<file path="src/rtl/core/mst_pkg.sv">
// Shared types and constants for the multi-slot software timer.
package mst_pkg;

  // Input action codes.
  localparam logic [2:0] ACT_TICK  = 3'd0;
  localparam logic [2:0] ACT_ALLOC = 3'd1;
  localparam logic [2:0] ACT_FREE  = 3'd2;
  localparam logic [2:0] ACT_BIND  = 3'd3;
  localparam logic [2:0] ACT_ARM   = 3'd4;

  // Result kind codes.
  localparam logic [2:0] KIND_ACK    = 3'd0;
  localparam logic [2:0] KIND_ALLOC  = 3'd1;
  localparam logic [2:0] KIND_FAIL   = 3'd2;
  localparam logic [2:0] KIND_EXPIRY = 3'd3;
  localparam logic [2:0] KIND_SWITCH = 3'd4;

  // Slot status codes.
  localparam logic [1:0] ST_FREE  = 2'd0;
  localparam logic [1:0] ST_ALLOC = 2'd1;
  localparam logic [1:0] ST_ARMED = 2'd2;

  // Result limit per tick and the width of its counter.
  localparam int MAX_RESULTS = 16;
  localparam int CNT_W = $clog2(MAX_RESULTS + 1);
  localparam logic [4:0] NO_SWITCH = 5'd16;

  // Source of a result pushed into the output register.
  typedef enum logic [2:0] {
    PUSH_ACK,
    PUSH_ALLOCATED,
    PUSH_FAILED,
    PUSH_PEND,
    PUSH_SWITCH
  } push_sel_t;

  // Commands from the controller to the datapath.
  typedef struct packed {
    logic      take;
    logic      tick_inc;
    logic      tick_clr;
    logic      scan_clr;
    logic      scan_en;
    logic      do_free;
    logic      do_bind;
    logic      do_arm;
    logic      do_alloc;
    logic      expire_best;
    logic      load_pend;
    logic      set_sw;
    logic      push;
    push_sel_t push_sel;
    logic      push_last;
  } mst_cmd_t;

  // Status from the datapath to the controller.
  typedef struct packed {
    logic [2:0] action;
    logic       slot_ok;
    logic       idx_last;
    logic       idx_free;
    logic       found;
    logic       best_is_sw;
    logic       pend_valid;
    logic       sw;
    logic       cnt_full;
    logic       out_free;
  } mst_sts_t;

endpackage

</file>
<file path="src/rtl/core/mst_datapath.sv">
// Datapath of the timer bank: slot state, memories, scan logic and output register.
module mst_datapath import mst_pkg::*; #(
  parameter int SLOTS = 16
) (
  input  logic        clk,
  input  logic        rst,
  input  mst_cmd_t    cmd,
  output mst_sts_t    sts,
  input  logic        cfg_we,
  input  logic [4:0]  cfg_wdata,
  input  logic [2:0]  action,
  input  logic [3:0]  slot,
  input  logic [3:0]  queue_id,
  input  logic [31:0] payload,
  input  logic [31:0] delay,
  output logic        out_valid,
  input  logic        out_ready,
  output logic [2:0]  kind,
  output logic [3:0]  slot_out,
  output logic [3:0]  queue_out,
  output logic [31:0] payload_out,
  output logic        last
);

  localparam int SW = (SLOTS > 1) ? $clog2(SLOTS) : 1;

  // Captured transaction fields.
  logic [2:0]  act_q;
  logic [3:0]  slot_q;
  logic [3:0]  queue_q;
  logic [31:0] payload_q;
  logic [31:0] delay_q;

  logic [4:0]  switch_slot;
  logic [31:0] tick_count;

  logic [1:0]    slot_status      [SLOTS];
  logic [1:0]    slot_status_next [SLOTS];
  logic [SW-1:0] arm_order        [SLOTS];
  logic [SW-1:0] arm_order_next   [SLOTS];

  logic [31:0] dl_mem [SLOTS];
  logic [31:0] pl_mem [SLOTS];
  logic [3:0]  qu_mem [SLOTS];

  logic [SW-1:0] idx;
  logic          cand_v;
  logic [SW-1:0] cand_idx;
  logic [31:0]   cand_dl;
  logic          found;
  logic [SW-1:0] best;
  logic [31:0]   best_dl;
  logic [SW-1:0] best_ord;
  logic [31:0]   rd_pl;
  logic [3:0]    rd_qu;

  logic          pend_valid;
  logic [SW-1:0] pend_slot;
  logic [3:0]    pend_q;
  logic [31:0]   pend_p;
  logic          sw;
  logic [SW-1:0] sw_slot;
  logic [CNT_W-1:0] cnt;

  logic [SW-1:0] slot_idx;
  logic [SW-1:0] tgt;
  logic          tgt_armed;
  logic [SW-1:0] tgt_ord;
  logic          elig;
  logic          better;

  assign slot_idx = SW'(slot_q);

  // Status toward the controller.
  always_comb begin
    sts.action     = act_q;
    sts.slot_ok    = 32'(slot_q) < 32'(SLOTS);
    sts.idx_last   = idx == SW'(SLOTS - 1);
    sts.idx_free   = slot_status[idx] == ST_FREE;
    sts.found      = found;
    sts.best_is_sw = 32'(best) == 32'(switch_slot);
    sts.pend_valid = pend_valid;
    sts.sw         = sw;
    sts.cnt_full   = 32'(cnt) >= MAX_RESULTS;
    sts.out_free   = !out_valid || out_ready;
  end

  // Next slot status and recency ranks for free, arm, allocate and expiry.
  always_comb begin
    tgt = slot_idx;
    if (cmd.do_alloc) begin
      tgt = idx;
    end
    if (cmd.expire_best) begin
      tgt = best;
    end
    tgt_armed = slot_status[tgt] == ST_ARMED;
    tgt_ord   = arm_order[tgt];
    for (int i = 0; i < SLOTS; i++) begin
      slot_status_next[i] = slot_status[i];
      arm_order_next[i]   = arm_order[i];
      if (SW'(i) == tgt) begin
        if (cmd.do_free) begin
          slot_status_next[i] = ST_FREE;
          arm_order_next[i]   = '0;
        end else if (cmd.do_arm) begin
          slot_status_next[i] = ST_ARMED;
          arm_order_next[i]   = '0;
        end else if (cmd.do_alloc || cmd.expire_best) begin
          slot_status_next[i] = ST_ALLOC;
          arm_order_next[i]   = '0;
        end
      end else if ((cmd.do_free || cmd.do_arm || cmd.expire_best) &&
                   slot_status[i] == ST_ARMED) begin
        arm_order_next[i] = arm_order[i]
                          - SW'(tgt_armed && (arm_order[i] > tgt_ord))
                          + SW'(cmd.do_arm);
      end
    end
  end

  // Candidate comparison during a deadline scan.
  always_comb begin
    elig   = cand_v && (slot_status[cand_idx] == ST_ARMED) && (cand_dl <= tick_count);
    better = !found || (cand_dl < best_dl) ||
             ((cand_dl == best_dl) && (arm_order[cand_idx] < best_ord));
  end

  // Control state of the slots.
  always_ff @(posedge clk) begin
    if (rst) begin
      switch_slot <= NO_SWITCH;
      tick_count  <= '0;
      for (int i = 0; i < SLOTS; i++) begin
        slot_status[i] <= ST_FREE;
        arm_order[i]   <= '0;
      end
      cand_v     <= 1'b0;
      found      <= 1'b0;
      pend_valid <= 1'b0;
      sw         <= 1'b0;
      cnt        <= '0;
      idx        <= '0;
      out_valid  <= 1'b0;
    end else begin
      if (cfg_we) begin
        switch_slot <= cfg_wdata;
      end
      if (cmd.tick_inc) begin
        tick_count <= tick_count + 32'd1;
      end
      slot_status <= slot_status_next;
      arm_order   <= arm_order_next;
      // Scan sequencing.
      cand_v <= cmd.scan_en;
      if (cmd.scan_clr) begin
        idx   <= '0;
        found <= 1'b0;
      end else begin
        if (cmd.scan_en) begin
          idx <= idx + SW'(1);
        end
        if (elig && better) begin
          found <= 1'b1;
        end
      end
      // Per-tick bookkeeping.
      if (cmd.tick_clr) begin
        pend_valid <= 1'b0;
        sw         <= 1'b0;
        cnt        <= '0;
      end else begin
        if (cmd.load_pend) begin
          pend_valid <= 1'b1;
        end else if (cmd.push && cmd.push_sel == PUSH_PEND) begin
          pend_valid <= 1'b0;
        end
        if (cmd.set_sw) begin
          sw <= 1'b1;
        end
        if (cmd.load_pend || cmd.set_sw) begin
          cnt <= cnt + CNT_W'(1);
        end
      end
      // Output register.
      if (cmd.push) begin
        out_valid <= 1'b1;
      end else if (out_ready) begin
        out_valid <= 1'b0;
      end
    end
  end

  // Payload registers without reset.
  always_ff @(posedge clk) begin
    if (cmd.take) begin
      act_q     <= action;
      slot_q    <= slot;
      queue_q   <= queue_id;
      payload_q <= payload;
      delay_q   <= delay;
    end
    cand_idx <= idx;
    if (elig && better) begin
      best     <= cand_idx;
      best_dl  <= cand_dl;
      best_ord <= arm_order[cand_idx];
    end
    if (cmd.load_pend) begin
      pend_slot <= best;
      pend_q    <= rd_qu;
      pend_p    <= rd_pl;
    end
    if (cmd.set_sw) begin
      sw_slot <= best;
    end
    if (cmd.push) begin
      last <= cmd.push_last;
      unique case (cmd.push_sel)
        PUSH_ACK: begin
          kind <= KIND_ACK; slot_out <= '0; queue_out <= '0; payload_out <= '0;
        end
        PUSH_ALLOCATED: begin
          kind <= KIND_ALLOC; slot_out <= 4'(idx); queue_out <= '0; payload_out <= '0;
        end
        PUSH_FAILED: begin
          kind <= KIND_FAIL; slot_out <= '0; queue_out <= '0; payload_out <= '0;
        end
        PUSH_PEND: begin
          kind <= KIND_EXPIRY; slot_out <= 4'(pend_slot);
          queue_out <= pend_q; payload_out <= pend_p;
        end
        PUSH_SWITCH: begin
          kind <= KIND_SWITCH; slot_out <= 4'(sw_slot); queue_out <= '0; payload_out <= '0;
        end
        default: begin
          kind <= KIND_ACK; slot_out <= '0; queue_out <= '0; payload_out <= '0;
        end
      endcase
    end
  end

  // Deadline memory: written on arm, read by the scan.
  always_ff @(posedge clk) begin
    if (cmd.do_arm) begin
      dl_mem[slot_idx] <= delay_q + tick_count;
    end
    cand_dl <= dl_mem[idx];
  end

  // Queue and payload memories: written on bind, read at the chosen slot.
  always_ff @(posedge clk) begin
    if (cmd.do_bind) begin
      pl_mem[slot_idx] <= payload_q;
      qu_mem[slot_idx] <= queue_q;
    end
    rd_pl <= pl_mem[best];
    rd_qu <= qu_mem[best];
  end

`ifndef SYNTHESIS
  // Checks on the per-tick bookkeeping.
  a_cnt_bound: assert property (@(posedge clk) disable iff (rst)
    32'(cnt) <= MAX_RESULTS)
    else $error("result count exceeded the per-tick limit");
  a_pend_flushed: assert property (@(posedge clk) disable iff (rst)
    cmd.load_pend |-> !pend_valid)
    else $error("pending expiry overwritten before it was sent");
  a_expire_found: assert property (@(posedge clk) disable iff (rst)
    cmd.expire_best |-> found && slot_status[best] == ST_ARMED)
    else $error("expiry of a slot that is not armed");
`endif

endmodule

</file>
<file path="src/rtl/core/mst_ctrl.sv">
// Controller state machine of the timer bank.
module mst_ctrl import mst_pkg::*; (
  input  logic     clk,
  input  logic     rst,
  input  logic     in_valid,
  output logic     in_ready,
  input  mst_sts_t sts,
  output mst_cmd_t cmd
);

  typedef enum logic [3:0] {
    S_IDLE, S_EXEC, S_RESP, S_ALLOC, S_CHECK, S_SCAN,
    S_DRAIN, S_DECIDE, S_FLUSH, S_LOAD, S_END
  } state_t;

  state_t state;
  state_t state_next;

  assign in_ready = state == S_IDLE;

  // Commands and next state.
  always_comb begin
    cmd            = '0;
    cmd.push_sel   = PUSH_ACK;
    state_next     = state;
    unique case (state)
      S_IDLE: begin
        cmd.take = in_valid;
        if (in_valid) begin
          state_next = S_EXEC;
        end
      end
      S_EXEC: begin
        if (sts.action == ACT_TICK) begin
          cmd.tick_inc = 1'b1;
          cmd.tick_clr = 1'b1;
          state_next   = S_CHECK;
        end else if (sts.action == ACT_ALLOC) begin
          cmd.scan_clr = 1'b1;
          state_next   = S_ALLOC;
        end else begin
          cmd.do_free = sts.slot_ok && sts.action == ACT_FREE;
          cmd.do_bind = sts.slot_ok && sts.action == ACT_BIND;
          cmd.do_arm  = sts.slot_ok && sts.action == ACT_ARM;
          state_next  = S_RESP;
        end
      end
      S_RESP: begin
        if (sts.out_free) begin
          cmd.push      = 1'b1;
          cmd.push_sel  = PUSH_ACK;
          cmd.push_last = 1'b1;
          state_next    = S_IDLE;
        end
      end
      S_ALLOC: begin
        if (sts.idx_free || sts.idx_last) begin
          if (sts.out_free) begin
            cmd.push      = 1'b1;
            cmd.push_last = 1'b1;
            cmd.push_sel  = sts.idx_free ? PUSH_ALLOCATED : PUSH_FAILED;
            cmd.do_alloc  = sts.idx_free;
            state_next    = S_IDLE;
          end
        end else begin
          cmd.scan_en = 1'b1;
        end
      end
      S_CHECK: begin
        if (sts.cnt_full) begin
          state_next = S_END;
        end else begin
          cmd.scan_clr = 1'b1;
          state_next   = S_SCAN;
        end
      end
      S_SCAN: begin
        cmd.scan_en = 1'b1;
        if (sts.idx_last) begin
          state_next = S_DRAIN;
        end
      end
      S_DRAIN: begin
        state_next = S_DECIDE;
      end
      S_DECIDE: begin
        if (!sts.found) begin
          state_next = S_END;
        end else if (sts.best_is_sw) begin
          cmd.expire_best = 1'b1;
          cmd.set_sw      = 1'b1;
          state_next      = S_CHECK;
        end else begin
          state_next = S_FLUSH;
        end
      end
      S_FLUSH: begin
        if (!sts.pend_valid) begin
          state_next = S_LOAD;
        end else if (sts.out_free) begin
          cmd.push     = 1'b1;
          cmd.push_sel = PUSH_PEND;
          state_next   = S_LOAD;
        end
      end
      S_LOAD: begin
        cmd.load_pend   = 1'b1;
        cmd.expire_best = 1'b1;
        state_next      = S_CHECK;
      end
      S_END: begin
        if (sts.out_free) begin
          cmd.push = 1'b1;
          if (sts.pend_valid) begin
            cmd.push_sel  = PUSH_PEND;
            cmd.push_last = !sts.sw;
            state_next    = sts.sw ? S_END : S_IDLE;
          end else if (sts.sw) begin
            cmd.push_sel  = PUSH_SWITCH;
            cmd.push_last = 1'b1;
            state_next    = S_IDLE;
          end else begin
            cmd.push_sel  = PUSH_ACK;
            cmd.push_last = 1'b1;
            state_next    = S_IDLE;
          end
        end
      end
      default: begin
        state_next = S_IDLE;
      end
    endcase
  end

  // State register.
  always_ff @(posedge clk) begin
    if (rst) begin
      state <= S_IDLE;
    end else begin
      state <= state_next;
    end
  end

`ifndef SYNTHESIS
  // Checks on command sequencing.
  a_push_free: assert property (@(posedge clk) disable iff (rst)
    cmd.push |-> sts.out_free)
    else $error("result pushed while the output register is full");
  a_one_update: assert property (@(posedge clk) disable iff (rst)
    $onehot0({cmd.do_free, cmd.do_bind, cmd.do_arm, cmd.do_alloc, cmd.expire_best}))
    else $error("two slot updates in one cycle");
  a_take_exec: assert property (@(posedge clk) disable iff (rst)
    cmd.take |=> state == S_EXEC && !in_ready)
    else $error("accepted transaction not executed");
`endif

endmodule

</file>
<file path="src/rtl/core/multi_slot_software_timer.sv">
// Top level of the multi-slot software timer bank.
// Free, bind, arm and unknown actions each produce a single result.
// Allocate scans slot status one slot per cycle.
// A tick scans once per expiry, including the switch slot, then scans once more while
// fewer than 16 results are counted.
// Synchronous reset frees all slots, clears the count and sets no switch slot.
module multi_slot_software_timer import mst_pkg::*; #(
  parameter int SLOTS = 16
) (
  input  logic        clk,
  input  logic        rst,
  input  logic        cfg_we,
  input  logic [4:0]  cfg_wdata,
  input  logic        in_valid,
  output logic        in_ready,
  input  logic [2:0]  action,
  input  logic [3:0]  slot,
  input  logic [3:0]  queue_id,
  input  logic [31:0] payload,
  input  logic [31:0] delay,
  output logic        out_valid,
  input  logic        out_ready,
  output logic [2:0]  kind,
  output logic [3:0]  slot_out,
  output logic [3:0]  queue_out,
  output logic [31:0] payload_out,
  output logic        last
);

  mst_cmd_t cmd;
  mst_sts_t sts;

  // Sequencing of each transaction.
  mst_ctrl u_ctrl (
    .clk      (clk),
    .rst      (rst),
    .in_valid (in_valid),
    .in_ready (in_ready),
    .sts      (sts),
    .cmd      (cmd)
  );

  // Slot storage, scan and result register.
  mst_datapath #(.SLOTS(SLOTS)) u_datapath (
    .clk         (clk),
    .rst         (rst),
    .cmd         (cmd),
    .sts         (sts),
    .cfg_we      (cfg_we),
    .cfg_wdata   (cfg_wdata),
    .action      (action),
    .slot        (slot),
    .queue_id    (queue_id),
    .payload     (payload),
    .delay       (delay),
    .out_valid   (out_valid),
    .out_ready   (out_ready),
    .kind        (kind),
    .slot_out    (slot_out),
    .queue_out   (queue_out),
    .payload_out (payload_out),
    .last        (last)
  );

endmodule
</file>
<file path="config.mk">
export PLATFORM = sky130hd
export DESIGN_NAME = multi_slot_software_timer
export DESIGN_NICKNAME = d
export VERILOG_FILES = /design/src/rtl/core/mst_pkg.sv /design/src/rtl/core/mst_datapath.sv /design/src/rtl/core/mst_ctrl.sv /design/src/rtl/core/multi_slot_software_timer.sv
export SDC_FILE = /design/constraint.sdc
export NUM_CORES = 2
export LEC_CHECK = 0
export ABC_AREA = 0
export BUFFER_PORTS_ARGS = -buffer_cell sky130_fd_sc_hd__buf_2
export CAP_MARGIN = 10
export CORE_AREA = 2 2 360 362
export DETAILED_ROUTE_END_ITERATION = 8
export DIE_AREA = 0 0 362 364
export GPL_TIMING_DRIVEN = 0
export HOLD_SLACK_MARGIN = 0.08
export PLACE_DENSITY = 0.68
export SETUP_SLACK_MARGIN = 0.5
export SLEW_MARGIN = 10
export SYNTH_ARGS = -nofsm -noshare
export SYNTH_HDL_FRONTEND = slang
export SYNTH_HIERARCHICAL = 1
export SYNTH_SLANG_ARGS = --single-unit
</file>
<file path="constraint.sdc">
create_clock -name clk -period 10.5 [get_ports clk]
set_input_delay 0.525 -clock clk [delete_from_list [all_inputs] [get_ports clk]]
set_output_delay 0.525 -clock clk [all_outputs]
set_load 0.02 [all_outputs]
</file>
---- Word-level counts from Yosys, hierarchy flattened ----
Memories as Yosys holds them, arrays and structs flattened. A register that Yosys moved wholly into a read port is not among the register bits.
Cells that the tools add are included.
storage, ports and cells
  register bits after elaboration ......... 358
  memory bits (writable) .................. 1088
  bits of input ports ..................... 85
  output and inout port bits .............. 46
  word-level logic and storage cells ...... 417
  memories ................................ 3
cells by class
  $add $sub $neg .......................... 36
  magnitude comparators ................... 23
  eq/ne operators ......................... 75
  mux-type cells .......................... 111
  bitwise gates (word level) .............. 3
  reduce and logical (&&, ||, !) cells .... 106
memories
  memory             depth  bits a word  rd ports  clocked after memory_dff  wr ports  line                RTL
  u_datapath.dl_mem  16     32           1         1                         1         mst_datapath.sv:42  logic [31:0] dl_mem [SLOTS];
  u_datapath.pl_mem  16     32           1         1                         1         mst_datapath.sv:43  logic [31:0] pl_mem [SLOTS];
  u_datapath.qu_mem  16     4            1         1                         1         mst_datapath.sv:44  logic [3:0] qu_mem [SLOTS];
operator list
  operator                                                                 count
  4-bit 2-to-1 mux                                                         57
  4-bit by 1-bit adder with 4-bit output                                   16
  4-bit > comparator                                                       16
  2-bit AND reduction                                                      32
  4-bit by 1-bit subtractor with 4-bit output                              16
  4-bit by 1-bit inequality test with 1-bit output, second input constant  11
  4-bit one-hot mux with 11 select lines                                   1
  1-bit logical AND                                                        37
  2-bit equality test, second input constant                               18
  2-bit nonzero test                                                       18
  32-bit by 1-bit adder with 32-bit output, second input constant          1
  32-bit adder                                                             1
  4-bit binary-select mux with 4-bit select                                2
  32-bit equality test                                                     1
  4-bit equality test, first input constant                                8
  32-bit <= comparator                                                     1
  32-bit < comparator                                                      1
  2-bit binary-select mux with 4-bit select                                3
  2-bit 2-to-1 mux                                                         12
  1-bit 2-to-1 mux                                                         21
  5-bit >= comparator, second input constant                               4
  5-bit 2-to-1 mux                                                         4
  4-bit by 2-bit inequality test with 1-bit output, second input constant  5
  3-bit by 4-bit equality test with 1-bit output, first input constant     4
  31 further kinds                                                         64

---- Depth between registers and ports, before layout ----
  word-level depth ........................ 20
  depth in mapped cells ................... 36
  mapped depth without buffers ............ 29

---- Cells and area by module ----
Netlist, hierarchy kept.
by module, submodules not included
  module        times used  cells each  area each (um^2)  sequential area each (um^2)
  mst_datapath  1           3603        62966.6           43151.4
  mst_ctrl      1           92          646.9             80.1

---- Worst setup path after synthesis ----
OpenSTA, ideal clock, no wires.
  kind .................................... register -> register
  start point ............................. register u_datapath.best[2]
  end point ............................... register u_datapath/arm_order[27] (netlist bit)
  library setup time ...................... 0.070 ns
  data arrival time ....................... 6.878 ns
  data required time ...................... 10.430 ns
  setup slack ............................. 3.552 ns
  stages on the path, launching flop included .. 32
  path buffers ............................ 5
  clock period less this slack ............ 6.948 ns
  path through ............................ edfxtp_1 > clkbuf_1 > buf_1 > xnor2_1 > nand3_1 > nor3_1 > nand2_1 > nor4_1 > o21a_1 > buf_4 > o21a_1 > buf_2 > buf_2 > mux4_2 > nand2_1 > a21oi_1 > a21oi_1 > ha_1 > nor2b_1 > o21ai_0 > nand2b_1 > a21oi_1 > a41o_1 > nor2_1 > ha_1 > inv_1 > ha_1 > a21o_1 > a21oi_1 > xnor2_1 > or4b_1 > a21oi_1
RTL lines
  element                 line                 RTL
  start, declared         mst_datapath.sv:51   logic [SW-1:0] best;
  start signal, assigned  mst_datapath.sv:205  best <= cand_idx;
  end signal, assigned    mst_datapath.sv:153  arm_order <= arm_order_next;
  end, declared           mst_datapath.sv:39   logic [SW-1:0] arm_order [SLOTS];

==> impl_results.md <==
* Wire per inst at roughly 27 µm
* Remaining antenna violation count at 0
* Setup CP Type: reg -> reg
* Fillers at about 9500
* Initial antenna violation count at 3
* Largest net degree at the start of global routing at between 40 and 50
* Worst setup path start: u_datapath/best[1]
* Maximum clock frequency at around 110 MHz
* Final wirelength at between 150 and 200 mm
* Area taken by multi-input logic gates at 19400 µm²
* Global-route wire length before repair at about 230 mm
* Final worst setup slack at between 1 and 1.5 ns
* Minimum clock period at a little over 9 ns
* Number of flops mapped to enable cells by yosys at about 1300
* Critical Path Most Common Cell: a21oi_1
* Layout Area Growth over Synthesis at 16.3%
* CP Data Required Time at approximately 11 ns
* Synth unique cells at a little over 90
* Hold Crit Start: out_ready
* Outcome: finished clean
* Critical Path Sink Type: register
* Commonest register cell after synthesis: edfxtp_1
* Die height at about 360 µm
* Vias in the first global route at roughly 35000
* I/O pins at roughly 130
* Drt pass-1 iters at 5
* R2R Path Start: u_datapath/best[1]
* Setup violations, final at 0
* CP peak stage delay at between 0.8 and 0.9 ns
* Sequential fraction of the synthesis area at approximately 68%
* Worst slew pin tran at between 1 and 1.5 ns
* Post-Synthesis Net Count at roughly 4000
* Final period util at between 80% and 90%
* Util after Layout at 57.6%
* Most used cells in the layout excluding fill and tap cells: 1291 x edfxtp_1, 379 x mux4_2, 230 x ha_1, 223 x dfxtp_1, 220 x nor2_1
* Crit-path slowest cell: clkbuf_1
* Post-CTS Resized at 0
* Hold Vio Cnt, Final at 0
* CP arrival at 9.80 ns
* Clock Latency Late Sink at 0.81 ns
* Storage cell area at about 43000 µm²
* CTS tree: yes
* Htree depth at 4
* Global Route Usage Sum at about a quarter
* Worst slew margin at 16.8%
* Initial core utilization at 49.6%
* Mapped Cells at between 3000 and 4000
* Final total power at between 10 and 15 mW
* Number of synthesis warnings at 6
* Worst VDD drop at roughly 0.17 mV
* Pre-CTS WS at around 1.5 ns
* Final GP Congestion at roughly 0.92
* Die Width at around 360 µm
* Hpwl dp at 105 mm
* CP Max Fanout at 10
* Yosys reg bits at between 1500 and 2000
* Setup TNS Final at 0 ns
* Buf/Inv on CP at 8
* Rows at around 130
* Root Buffer: clkbuf_16
* Clock transition at path regs at 0.06 ns
* Total CTS buffers at 155
* Initial DRC Count at between 4000 and 5000
* Setup Skew at 0.0506 ns
* Ys async rst share at 0%
* Share of post-route cells with drive strength above 1 at ~22%
* Drt drc at 0
* Vias post-DR at ~36000
* Power per cell area at just under 200 nW/µm²
* Max Cap Viol at 0
* Grt ovf at 0
* Hold Crit Class: in -> reg
* ANT cells at 0
* Leakage at approximately 25 nW
* Total die area at around 130000 µm²
* CP top delay family: buffers and inverters
* Core area at roughly 130000 µm²
* Number of port buffers at 129
* Slew Limit Fails at 0
* RSZ-0062 raised after global routing: false
* Layout Nets at between 4000 and 5000
* Max Buffers Root-to-Sink at 3
* Commonest non-fill, non-tap cell in the layout: edfxtp_1
* CTS Sinks at 1514
* Syn Area/Cell at 17.2 µm²
* Synthesized cell area at around 64000 µm²
* Vias per inst at 6.02
* Register-to-register setup slack at around 1.4 ns
* CP Launch Type: register
-- metrics by stage --
step	std cells	instance area [µm²]	hold slack, ns
2_1_floorplan	3695	63600	0.326
4_1_cts	5924	73800	0.120
3_5_place_dp	5553	67800	0.332
3_3_place_gp	5499	66400	0.330
6_report	5924	74000	0.165
5_1_grt	5924	74000	0.163
-- sequential cells by signal, summed over array words and instances, names as in the netlist, 5 cells and up --
name	count
u_datapath/payload_out	32
u_datapath/pend_p	32
u_datapath/tick_count	32
u_datapath/delay_q	32
u_datapath/arm_order	64
u_datapath/cnt	5
u_datapath/cand_dl	32
u_datapath/best_dl	32
u_datapath/switch_slot	5
u_datapath/qu_mem	64
u_datapath/pl_mem	512
u_datapath/dl_mem	512
u_datapath/rd_pl	32
u_datapath/slot_status	32
u_datapath/payload_q	32
-- per-layer routing --
metal | share of wire [%] | up-vias | global-route usage (%) | wire length, µm
met5 | 0.0082 | - | 0 | 13
met4 | 2.7 | 2 | 7.38 | 4310
met3 | 8.3 | 226 | 4.39 | 13200
met2 | 49 | 1645 | 39.6 | 77100
met1 | 40 | 18300 | 33.6 | 64200
li1 | - | 15400 | - | -
-- cells by family after synthesis --
group           synth area share, %
mux                            13.9
buf+inv                        2.12
xor+xnor                       1.40
fa+ha+maj                      5.06
other cells                 0.00589
compound gates                 4.41
simple gates                   5.11
flops                          68.0
-- cell usage after synthesis, types with 39 or more instances --
library cell / number / area (µm²)
edfxtp_1: 1291 / 38800
dfxtp_1: 223 / 4460
xnor2_1: 78 / 683
o21ai_0: 63 / 315
nand2b_1: 43 / 269
and3_1: 48 / 300
nand2_1: 109 / 409
nor2_1: 253 / 950
clkbuf_1: 101 / 379
mux4_2: 379 / 8540
ha_1: 230 / 2880
nor3_1: 39 / 195
a21oi_1: 145 / 726
inv_1: 173 / 649
a21o_1: 49 / 368
-- tightest hold or removal path, cell delays in order --
cell      delay (ns)
buf_2           0.09
nand2b_1        0.20
a21oi_1         0.09
-- layout make-up --
cell class                 instances  share of cell area, %
buffer                           158                  0.942
multi-input combinational       1849                   26.3
clock buffer                     199                   5.63
sequential                      1514                   58.4
tap                             1675                   2.83
inverter                         174                  0.883
timing repair buffer             264                   3.55
clock inverter                    91                   1.43
-- what timing repair did --
action / in CTS / in global routing
endpoints found under the hold margin: 83 / 0
buffers inserted: 0 / 0
endpoints found under the setup margin: 0 / 0
hold buffers: 81 / 0
-- path summary, 6_finish.rpt --
| check | to | cells after the start |
|---|---|---|
| setup / recovery | u_datapath/arm_order[47] | 33 |
| hold / removal | u_datapath/out_valid | 3 |
| setup reg to reg | u_datapath/arm_order[47] | 33 |
| hold reg to reg | u_datapath/cand_idx[2] | 0 |
-- power breakdown --
| part | total, mW | internal (mW) | switching, mW |
|---|---|---|---|
| logic | 1.61 | 0.542 | 1.06 |
| clock network | 5.55 | 3.17 | 2.37 |
| registers | 7.27 | 7.03 | 0.236 |
No activity file was read; power rests on OpenSTA's default activity.
